[config.mk]
export PLATFORM = sky130hd
export DESIGN_NAME = fkc_ctrl
export DESIGN_NICKNAME = d
export VERILOG_FILES = /design/src/rtl/fkc_pkg.sv /design/src/rtl/fkc_ctrl.sv
export SDC_FILE = /design/constraint.sdc
export NUM_CORES = 1
export LEC_CHECK = 0
export BUFFER_PORTS_ARGS = -buffer_cell sky130_fd_sc_hd__buf_2
export CAP_MARGIN = 20
export CORE_UTILIZATION = 58
export CTS_BUF_LIST = sky130_fd_sc_hd__clkbuf_8
export CTS_CLUSTER_DIAMETER = 40
export DETAILED_ROUTE_END_ITERATION = 16
export PLACE_DENSITY = 0.8
export SLEW_MARGIN = 0
export SYNTH_ARGS = -nofsm -noshare
export SYNTH_HDL_FRONTEND = slang
export SYNTH_SLANG_ARGS = --single-unit
[constraint.sdc]
create_clock -name clock -period 2.2 [get_ports clock]
set_input_delay 0.33 -clock clock [delete_from_list [all_inputs] [get_ports clock]]
set_output_delay 0.33 -clock clock [all_outputs]
set_load 0.005 [all_outputs]
[src/rtl/fkc_pkg.sv]
// fkc_pkg: widths, fixed-point constants and controller/datapath types for the
// forward kinematics chain block. No dependencies.
`default_nettype none

package fkc_pkg;

   // fraction bits of quaternion components
   localparam int QFB    = 14;
   localparam int QUAT_W = 16;
   localparam int POS_W  = 32;
   localparam int LEN_W  = 24;

   // rounded direction component width, wide enough for any QFB in range
   localparam int DQ_W  = (((34 - QFB) > QFB) ? (34 - QFB) : QFB) + 2;
   // multiplier operand and product widths
   localparam int MA_W  = DQ_W;
   localparam int MB_W  = LEN_W + 1;
   localparam int PR_W  = MA_W + MB_W;
   // accumulation width for sums of products and the constant one squared
   localparam int ACC_W = ((PR_W > (2 * QFB + 2)) ? PR_W : (2 * QFB + 2)) + 3;

   // identity w component, saturated to the component range
   localparam logic signed [QUAT_W-1:0] QUAT_ONE =
      ((1 << QFB) > 32767) ? QUAT_W'(32767) : QUAT_W'(1 << QFB);

   // datapath operations issued by the controller
   typedef enum logic [3:0] {
      OP_NONE,
      OP_Q0,
      OP_Q1,
      OP_Q2,
      OP_Q3,
      OP_QZ,
      OP_D0,
      OP_D1,
      OP_D2,
      OP_STEP,
      OP_POS,
      OP_EMIT_ROOT,
      OP_EMIT_POS
   } op_type;

   typedef struct packed {
      logic   load;
      op_type op;
   } cmd_type;

   typedef struct packed {
      logic out_free;
   } stat_type;

endpackage

`default_nettype wire

[src/rtl/fkc_ctrl.sv]
// fkc_ctrl: sequencer for one joint item, issues datapath operations.
// Depends on fkc_pkg.
`default_nettype none

module fkc_ctrl (
   input  wire logic             clock,
   input  wire logic             reset,
   input  wire logic             req_valid,
   input  wire logic             req_first_joint,
   output logic                  req_ready,
   input  wire fkc_pkg::stat_type stat,
   output fkc_pkg::cmd_type      cmd
);
   import fkc_pkg::*;

   typedef enum logic [12:0] {
      S_IDLE = 13'b0000000000001,
      S_ROOT = 13'b0000000000010,
      S_Q0   = 13'b0000000000100,
      S_Q1   = 13'b0000000001000,
      S_Q2   = 13'b0000000010000,
      S_Q3   = 13'b0000000100000,
      S_QZ   = 13'b0000001000000,
      S_D0   = 13'b0000010000000,
      S_D1   = 13'b0000100000000,
      S_D2   = 13'b0001000000000,
      S_STEP = 13'b0010000000000,
      S_POS  = 13'b0100000000000,
      S_EMIT = 13'b1000000000000
   } state_type;

   state_type state_ff;
   state_type state_in;

   // no item is taken while reset is held
   assign req_ready = (state_ff == S_IDLE) && !reset;

   // next state and operation
   always_comb begin
      state_in = state_ff;
      cmd.load = 1'b0;
      cmd.op   = OP_NONE;
      unique case (state_ff)
         S_IDLE: begin
            if (req_valid && req_ready) begin
               cmd.load = 1'b1;
               state_in = req_first_joint ? S_ROOT : S_Q0;
            end
         end
         S_ROOT: begin
            if (stat.out_free) begin
               cmd.op   = OP_EMIT_ROOT;
               state_in = S_Q0;
            end
         end
         S_Q0: begin
            cmd.op   = OP_Q0;
            state_in = S_Q1;
         end
         S_Q1: begin
            cmd.op   = OP_Q1;
            state_in = S_Q2;
         end
         S_Q2: begin
            cmd.op   = OP_Q2;
            state_in = S_Q3;
         end
         S_Q3: begin
            cmd.op   = OP_Q3;
            state_in = S_QZ;
         end
         S_QZ: begin
            cmd.op   = OP_QZ;
            state_in = S_D0;
         end
         S_D0: begin
            cmd.op   = OP_D0;
            state_in = S_D1;
         end
         S_D1: begin
            cmd.op   = OP_D1;
            state_in = S_D2;
         end
         S_D2: begin
            cmd.op   = OP_D2;
            state_in = S_STEP;
         end
         S_STEP: begin
            cmd.op   = OP_STEP;
            state_in = S_POS;
         end
         S_POS: begin
            cmd.op   = OP_POS;
            state_in = S_EMIT;
         end
         S_EMIT: begin
            if (stat.out_free) begin
               cmd.op   = OP_EMIT_POS;
               state_in = S_IDLE;
            end
         end
         default: begin
            state_in = S_IDLE;
         end
      endcase
   end

   always_ff @(posedge clock) begin
      if (reset) begin
         state_ff <= S_IDLE;
      end else begin
         state_ff <= state_in;
      end
   end

endmodule

`default_nettype wire

==> results of run 1 <==
==> final timing paths <==
kind	from	to	cells past startpoint
max reg2reg	state_ff[6]	state_ff[6]	6
max	state_ff[6]	cmd[1]	6
min	reset	state_ff[1]	2
min reg2reg	state_ff[9]	state_ff[10]	2
==> power by group <==
part	internal, mW	switching, mW	total, mW
clock network	0.123	0.0907	0.214
registers	0.242	0.00600	0.248
logic	0.0666	0.0794	0.146
total	0.432	0.176	0.608
==> kinds of logic after synthesis <==
family,share of synthesized area (%)
buffers and inverters,6.08
AO/OA/AOI/OAI,18.0
AND/OR/NAND/NOR,40.9
flip-flops,30.9
XOR/XNOR,4.15
==> layout by cell type (no fill, tap or decap), drive strengths merged, types with 3 or more instances in the layout <==
cell type / count
buf: 22
nor2: 17
dfxtp: 13
o21ai: 7
nand2: 5
nor4: 5
nand3: 5
nor3: 5
xor2: 4
nand4b: 4
nand4: 4
a21oi: 4
inv: 3
nand3b: 3
clkbuf: 3
==> area by class of cell <==
type	instances	area share [%]
Inverter	2	0.716
Multi-Input combinational cell	81	55.0
Clock buffer	3	3.94
Clock inverter	1	0.358
Tap cell	15	1.79
Sequential cell	13	24.8
Timing Repair Buffer	22	13.4
==> metal layers <==
metal	part of all wire (%)	global-route usage, %	vias to the layer above
met3	7.0	3.33	9
met2	48	44.4	60
met4	2.7	15.5	0
li1	-	-	429
met1	43	44.1	422
met5	0	0	-
==> stage by stage <==
stage | hold slack, ns | util (%) | std cells | TNS [ns] | instance area, um2
2_1_floorplan | 0.399 | - | 103 | 0 | 843
3_3_place_gp | 0.504 | 70.2 | 130 | 0 | 936
3_5_place_dp | 0.514 | 70.2 | 130 | 0 | 936
4_1_cts | 0.331 | 75.4 | 134 | 0 | 1010
5_1_grt | 0.357 | 78.6 | 137 | -0.260 | 1050
6_report | 0.341 | 78.6 | 137 | -0.0592 | 1050
==> repair_timing <==
| action | CTS | global route |
|---|---|---|
| gates resized for setup | 5 | 3 |
| pin swaps | 1 | 1 |
| buffers inserted | 0 | 3 |
| setup endpoints to repair | 4 | 5 |
==> impl_results.md, run 1 <==
- Status: finished, violations left
- Failing checks: negative setup slack
- Area leader, netlist: dfxtp_1
- Mean area per synthesized cell: 8.19 um2
- First-pass GRT wire length: around 3200 um
- Detailed Route WL: between 2000 and 2500 um
- Final ANT Viol Nets: 0
- Worst Skew: approximately 0.0031 ns
- Minimum clock period: ~2.2 ns
- Critical Path Fanout Max: 5
- Synth Warn #: 0
- Total track usage: 30.7%
- Iter 0 DRT Violations: 45
- Crit path cell chain: or4_4 > nor3_4 > buf_4 > nand4b_1 > nand4_1 > buf_2
- DRC Markers: 0
- Final period util: 102%
- Register Area: around 260 um2
- Largest regs: state_ff (13)
- CTS clk-pin slew, worst paths: ~0.060 ns
- RSZ-0062 raised after global routing: yes
- Vias per Instance: ~6.7
- Final setup viols: 2
- Share of layout cells above drive strength 1: 32.8%
- CP top delay family: simple AND/OR/NAND/NOR gates
- Final number of max-transition violations: 0
- CTS tree: built
- Number of flops mapped to enable cells by yosys: 0
- Post-synth net total: roughly 110
- Worst setup EP type: output port
- FF+latch count, synth: 13
- Total number of vias: 920
- Worst Path Buf+Inv: 2
- Layout fillers: 90
- Flop2flop setup slack: 0.30 ns
- Synth cell count leaders: 16 x nor2_1, 13 x dfxtp_1, 6 x o21ai_0
- Starting density of the core: a little over three fifths
- Asr flop ratio synth: 0%
- Root Buffer: clkbuf_8
- Overall power: 608 uW
- Antenna violations before repair: 0
- Critical path arrival: about 1.9 ns
- Slew @ Worst Pin: approximately 0.45 ns
- Most flops, register: state_ff
- I/O pin cnt: 11
- Hold Crit Class: input port to flip-flop
- Crit start category: flip-flop
- WS Path Type: flip-flop to output port
- Area of the multi-input gates: 577 um2
- Post-DP HPWL: 1420 um
- Clk sink count: 13
- Slowest cell on crit path: or4_4
- CP required: 1.87 ns
- Top area cells in the synthesized netlist: dfxtp_1 31%, nor2_1 7.1%, nand4b_1 4.2%, xor2_1 4.2%, nor4_1 3.7%
- Top-count cell post-synth: nor2_1
- Distinct cells, synth: 36
- LEAKAGE: 0.466 nW
- Hold_buf cts: 0
- Number of global-route vias before repair: 676
- Grt ovf: 0
- Post-place setup slack: ~0.097 ns
- Worst-Skew Late Latency: approximately 0.25 ns
- DIE AREA: between 1500 and 2000 um2
- H-tree lvl count: 1
- Core footprint: around 1300 um2
- Post-route setup slack: -0.0407 ns
- Cell Pwr Density: 580 nW/um2
- Num CTS Buffers: 3
- Mapped Cells: between 100 and 150
- Mapped cell area: ~840 um2
- Max Buffers Root-to-Sink: 2
- Register area share after synthesis: a little under a third
- DIE HEIGHT: 40.1 um
- N_diodes: 0
- Routed len/inst: 16.3 um
- Fmax: roughly 450 MHz
- Worst VDD drop: roughly 0.42 mV
- Max_cap viols: 0
- Number of port buffers: 10
- Pin count of the biggest net entering global routing: 11
- Initial DRT Pass Iterations: 4
- Nets: ~130
- Slowest stage delay, CP: roughly 0.60 ns
- Max-slew headroom: about 69%
- Die width: 40.1 um
- Final hold violation count: 0
- GPL Wtd Cong: 0.833
- Top-area cell type share of the netlist area: 30.9%
- P&R area growth vs syn: 24.3%
- Row Count: 13
- Most used DFF post-synth: dfxtp_1
- Max reg flops: 13
Power figures use the tool's default switching activity.
==> inputs of run 2 (changes only) <==
--- a/config.mk
+++ b/config.mk
@@ -7,11 +7,11 @@
 export LEC_CHECK = 0
 export BUFFER_PORTS_ARGS = -buffer_cell sky130_fd_sc_hd__buf_2
 export CAP_MARGIN = 20
-export CORE_UTILIZATION = 58
+export CORE_UTILIZATION = 60
 export CTS_BUF_LIST = sky130_fd_sc_hd__clkbuf_8
 export CTS_CLUSTER_DIAMETER = 40
 export DETAILED_ROUTE_END_ITERATION = 16
-export PLACE_DENSITY = 0.8
+export PLACE_DENSITY = 0.82
 export SLEW_MARGIN = 0
 export SYNTH_ARGS = -nofsm -noshare
 export SYNTH_HDL_FRONTEND = slang
==> constraint.sdc (replaced) <==
create_clock -name clock -period 2.8 [get_ports clock]
set_input_delay 0.42 -clock clock [delete_from_list [all_inputs] [get_ports clock]]
set_output_delay 0.42 -clock clock [all_outputs]
set_load 0.005 [all_outputs]
==> run 2 against run 1 <==
The run now ends clean. Combinational power shrank 38%. Hold slack improved by 0.069 ns. Global-route usage up 1.0 points. Worst setup slack improved by 0.22 ns. Cell count shrank 8.0%. Total power fell by 25%. Utilization decreased by 7.8 points. Non-clock buffer count is 11 lower. Design area is 12% lower. Clock power down 22%. Sequential power down 20%. Critical path type unchanged. Largest power group unchanged.
==> impl_results.md, run 2 (same netlist as run 1, synthesis figures left out) <==
- Max reg flops: 13
- Worst setup EP type: output port
- Slowest cell on crit path: or4_1
- Die width: 39.5 um
- Clk sink count: 13
- Total number of vias: roughly 840
- Core footprint: about 1300 um2
- Grt ovf: 0
- Vias per Instance: between 6 and 7
- Layout fillers: 113
- CTS tree: built
- Row Count: 13
- Hold_buf cts: 0
- Final setup viols: 0
- Crit path cell chain: or4_1 > nor2_4 > o211ai_1 > nor3_1 > a21o_1 > buf_2
- Root Buffer: clkbuf_8
- I/O pin cnt: 11
- Final hold violation count: 0
- Detailed Route WL: approximately 2000 um
- N_diodes: 0
- Max Buffers Root-to-Sink: 2
- CP top delay family: simple AND/OR/NAND/NOR gates
- Starting density of the core: 64.8%
- Antenna violations before repair: 0
- Critical path arrival: 2.20 ns
- Max_cap viols: 0
- Slowest stage delay, CP: between 0.7 and 0.8 ns
- Crit start category: flip-flop
- Post-DP HPWL: 1420 um
- CTS clk-pin slew, worst paths: around 0.05 ns
- Worst Path Buf+Inv: 1
- H-tree lvl count: 1
- Routed len/inst: around 16 um
- Num CTS Buffers: 3
- Post_cts resized: 0
- RSZ-0062 raised after global routing: no
- Share of layout cells above drive strength 1: 19.8%
- Nets: between 100 and 150
- Most flops, register: state_ff
- Slew @ Worst Pin: just under 0.7 ns
- Worst-Skew Late Latency: ~0.25 ns
- Hold Worst Slack: around 0.41 ns
- DRC Markers: 0
- Final ANT Viol Nets: 0
- LEAKAGE: 0.402 nW
- Number of global-route vias before repair: between 700 and 800
- Post-place setup slack: 0.505 ns
- DIE AREA: about 1600 um2
- Fmax: about 380 MHz
- Post-route setup slack: ~0.18 ns
- Minimum clock period: between 2 and 3 ns
- Worst Skew: 0.00163 ns
- Final period util: 93.5%
- Commonest non-fill, non-tap cells in the layout: 16 x nor2_1, 13 x dfxtp_1, 10 x buf_2
- DIE HEIGHT: slightly below 40 um
- First-pass GRT wire length: roughly 3200 um
- Number of port buffers: 10
- WS Path Type: flip-flop to output port
- CP required: 2.38 ns
- Critical Path Fanout Max: 8
- Largest regs: state_ff (13)
- Most common cell after layout, fill and taps aside: nor2_1
- Status: complete, no violations
- Worst VDD drop: ~0.36 mV
- Total track usage: between 30% and 40%
- Final setup TNS: 0 ns
- Iter 0 DRT Violations: 47
- GPL Wtd Cong: between 0.8 and 0.9
- Hold Crit Class: input port to flip-flop
- Final number of max-transition violations: 0
- Initial DRT Pass Iterations: 4
- P&R area growth vs syn: 9.20%
- Cell Pwr Density: 494 nW/um2
- Post-CTS setup buffers: 0
- Max-slew headroom: between 50% and 60%
- Pin count of the biggest net entering global routing: 11
==> run 2: cell types whose count changed in the layout (fill, tap and decap cells not counted), sizes merged <==
cell / delta
buf: -11
==> run 2: worst paths after layout <==
kind | start | endpoint | slack [ns] | cells past startpoint
setup / recovery | state_ff[1] | cmd[3] | 0.18 | 6
hold / removal | reset | state_ff[12] | 0.41 | 2
setup reg to reg | state_ff[1] | state_ff[0] | 0.81 | 5
hold reg to reg | state_ff[9] | state_ff[10] | 0.52 | 2
==> run 2: cell type report <==
cell class | instances | area [um2] | share of cell area, %
clock buffers | 3 | 41.3 | 4.48
clock inverters | 1 | 3.75 | 0.408
inverters | 2 | 7.51 | 0.815
multi-input cells | 81 | 532 | 57.7
flip-flops and latches | 13 | 260 | 28.3
well taps | 15 | 18.8 | 2.04
repair buffers | 11 | 57.6 | 6.25
==> run 2: where the power goes <==
group	internal [mW]	total (mW)	switching [mW]
Clock	0.0971	0.166	0.0694
Sequential	0.190	0.198	0.00807
Combinational	0.0384	0.0906	0.0521
==> run 2: per-stage QoR <==
step | power, mW | instance area (um2) | cells | utilization, %
CTS | 0.457 | 921 | 126 | 70.8
finish | 0.455 | 921 | 126 | 70.8
floorplan | 0.269 | 843 | 103 | -
global placement | 0.290 | 876 | 122 | 67.3
global route | 0.479 | 921 | 126 | 70.8
detailed placement | 0.290 | 876 | 122 | 67.3
==> run 2: per-layer routing <==
metal	global-route usage (%)	up-vias	routed length (um)
met2	50.0	51	906
met5	0	-	0
li1	-	405	-
met1	37.6	381	899
met3	10.8	5	159
met4	15.5	0	34
==> inputs of run 3 (changes only) <==
--- a/config.mk
+++ b/config.mk
@@ -11,7 +11,9 @@
 export CTS_BUF_LIST = sky130_fd_sc_hd__clkbuf_8
 export CTS_CLUSTER_DIAMETER = 40
 export DETAILED_ROUTE_END_ITERATION = 16
+export GPL_ROUTABILITY_DRIVEN = 0
 export PLACE_DENSITY = 0.82
+export RECOVER_POWER = 50
 export SLEW_MARGIN = 0
 export SYNTH_ARGS = -nofsm -noshare
 export SYNTH_HDL_FRONTEND = slang
==> run 3 against run 2 <==
Sequential power is essentially flat. Register-to-register slack lost 0.37 ns. Combinational power shrank 7.4%. Via count shrank 0.59%. Critical path depth is the same. Clock skew grew 0.00074 ns. Clock power is essentially flat. Critical endpoint unchanged. Largest power group unchanged.
==> impl_results.md, run 3 (same netlist as run 1, synthesis figures left out) <==
- First-pass GRT wire length: 3170 um
- Largest regs: state_ff (13)
- Routed len/inst: 15.7 um
- Critical Path Fanout Max: 8
- Worst-Skew Late Latency: 0.25 ns
- Final setup TNS: 0 ns
- Final number of max-transition violations: 0
- Slew @ Worst Pin: approximately 0.75 ns
- Sw frac: 28.6%
- Critical path arrival: roughly 2.2 ns
- Commonest non-fill, non-tap cells in the layout: 16 x nor2_1, 13 x dfxtp_1, 10 x buf_2
- Core footprint: 1300 um2
- WS Path Type: flip-flop to output port
- Met2 Usage GRT: between 50% and 60%
- Post-route setup slack: about 0.18 ns
- Row Count: 13
- Worst Skew: approximately 0.0024 ns
- Initial DRT Pass Iterations: 4
- Iter 0 DRT Violations: 55
- Post_cts resized: 0
- Post-place setup slack: just over 0.5 ns
- Antenna violations before repair: 0
- Worst setup EP type: output port
- Sw Pwr: approximately 130 uW
- Total track usage: 31.7%
- Hold_buf cts: 0
- Vias per Instance: 6.64
- Most flops, register: state_ff
- Final setup viols: 0
- Post-DP HPWL: 1420 um
- Share of layout cells above drive strength 1: 18.0%
- Number of port buffers: 10
- Starting density of the core: 64.8%
- Pin count of the biggest net entering global routing: 11
- Final period util: a little over nine tenths
- Nets: about 120
- Fmax: between 300 and 400 MHz
- Comb power frac: approximately a fifth
- Most common cell after layout, fill and taps aside: nor2_1
- Hold Crit Class: input port to flip-flop
- H-tree lvl count: 1
- Sequential share of power: 44.2%
- Clk sink count: 13
- Max_cap viols: 0
- I/O pin cnt: 11
- Num CTS Buffers: 3
- Cell Pwr Density: around 500 nW/um2
- N_diodes: 0
- Max reg flops: 13
- Met1 Usage GRT: 37.6%
- Final ANT Viol Nets: 0
- RSZ-0062 raised after global routing: no
- DRC Markers: 0
- Number of global-route vias before repair: approximately 720
- Cell-internal power: approximately 320 uW
- Total number of vias: around 840
- CTS clk-pin slew, worst paths: 0.06 ns
- CTS tree: built
- DIE AREA: 1560 um2
- Clock share of power: a little under two fifths
- Die width: around 40 um
- Detailed Route WL: 1980 um
- Minimum clock period: roughly 2.6 ns
- CP required: between 2 and 2.5 ns
- DIE HEIGHT: between 30 and 40 um
- Post-CTS setup buffers: 0
- M3 GR Usage: 10.8%
- Max-slew headroom: about 50%
- Root Buffer: clkbuf_8
- P&R area growth vs syn: 6.08%
- Grt peak-use layer: met2
- LEAKAGE: 0.390 nW
- Max Buffers Root-to-Sink: 2
- Worst VDD drop: approximately 0.36 mV
- Status: complete, no violations
- Final hold violation count: 0
- Grt ovf: 0
- Crit start category: flip-flop
[run 3: cell counts in the layout (fill, tap and decap cells not counted)]
No cell type changed its count.
[run 3: worst paths after layout]
path               start      endpoint  slack, ns  cells after the start
min reg2reg  state_ff[9]  state_ff[10]       0.52                      2
max          state_ff[1]        cmd[3]       0.18                      6
max reg2reg  state_ff[1]   state_ff[5]       0.44                      5
min                reset  state_ff[12]       0.41                      2
[run 3: area by class of cell]
| class | count | area (um2) |
|---|---|---|
| Clock inverter | 1 | 3.75 |
| Fill cell | 115 | 407 |
| Timing Repair Buffer | 11 | 57.6 |
| Clock buffer | 3 | 41.3 |
| Multi-Input combinational cell | 81 | 505 |
| Sequential cell | 13 | 260 |
| Inverter | 2 | 7.51 |
| Tap cell | 15 | 18.8 |
[run 3: power by group through the flow]
stage / clock network (mW) / logic [mW] / registers (mW)
finish: 0.166 / 0.0839 / 0.198
global route: 0.180 / 0.0921 / 0.199
CTS: 0.169 / 0.0896 / 0.198
detailed placement: 0 / 0.0883 / 0.202
global placement: 0 / 0.0882 / 0.201
floorplan: 0 / 0.0705 / 0.198
[run 3: routing by layer]
layer	wire (um)	vias up
met4	40	0
met2	911	56
met5	0	-
met3	178	8
li1	-	403
met1	852	370
[run 3: stage by stage]
| step | instances | cell area (um2) | util (%) | hold WS (ns) | power (mW) |
|---|---|---|---|---|---|
| floorplan | 103 | 843 | - | 0.471 | 0.269 |
| global placement | 122 | 876 | 67.3 | 0.512 | 0.290 |
| detailed placement | 122 | 876 | 67.3 | 0.513 | 0.290 |
| CTS | 126 | 921 | 70.8 | 0.408 | 0.457 |
| global route | 126 | 895 | 68.8 | 0.404 | 0.472 |
| finish | 126 | 895 | 68.8 | 0.408 | 0.448 |
[run 3: worst max-delay path, cell delays in order (launching register included)]
cell,delay [ns]
dfxtp_1,0.39
or4_1,0.73
nor2_4,0.23
o211ai_1,0.10
nor3_1,0.27
a21o_1,0.13
buf_2,0.10
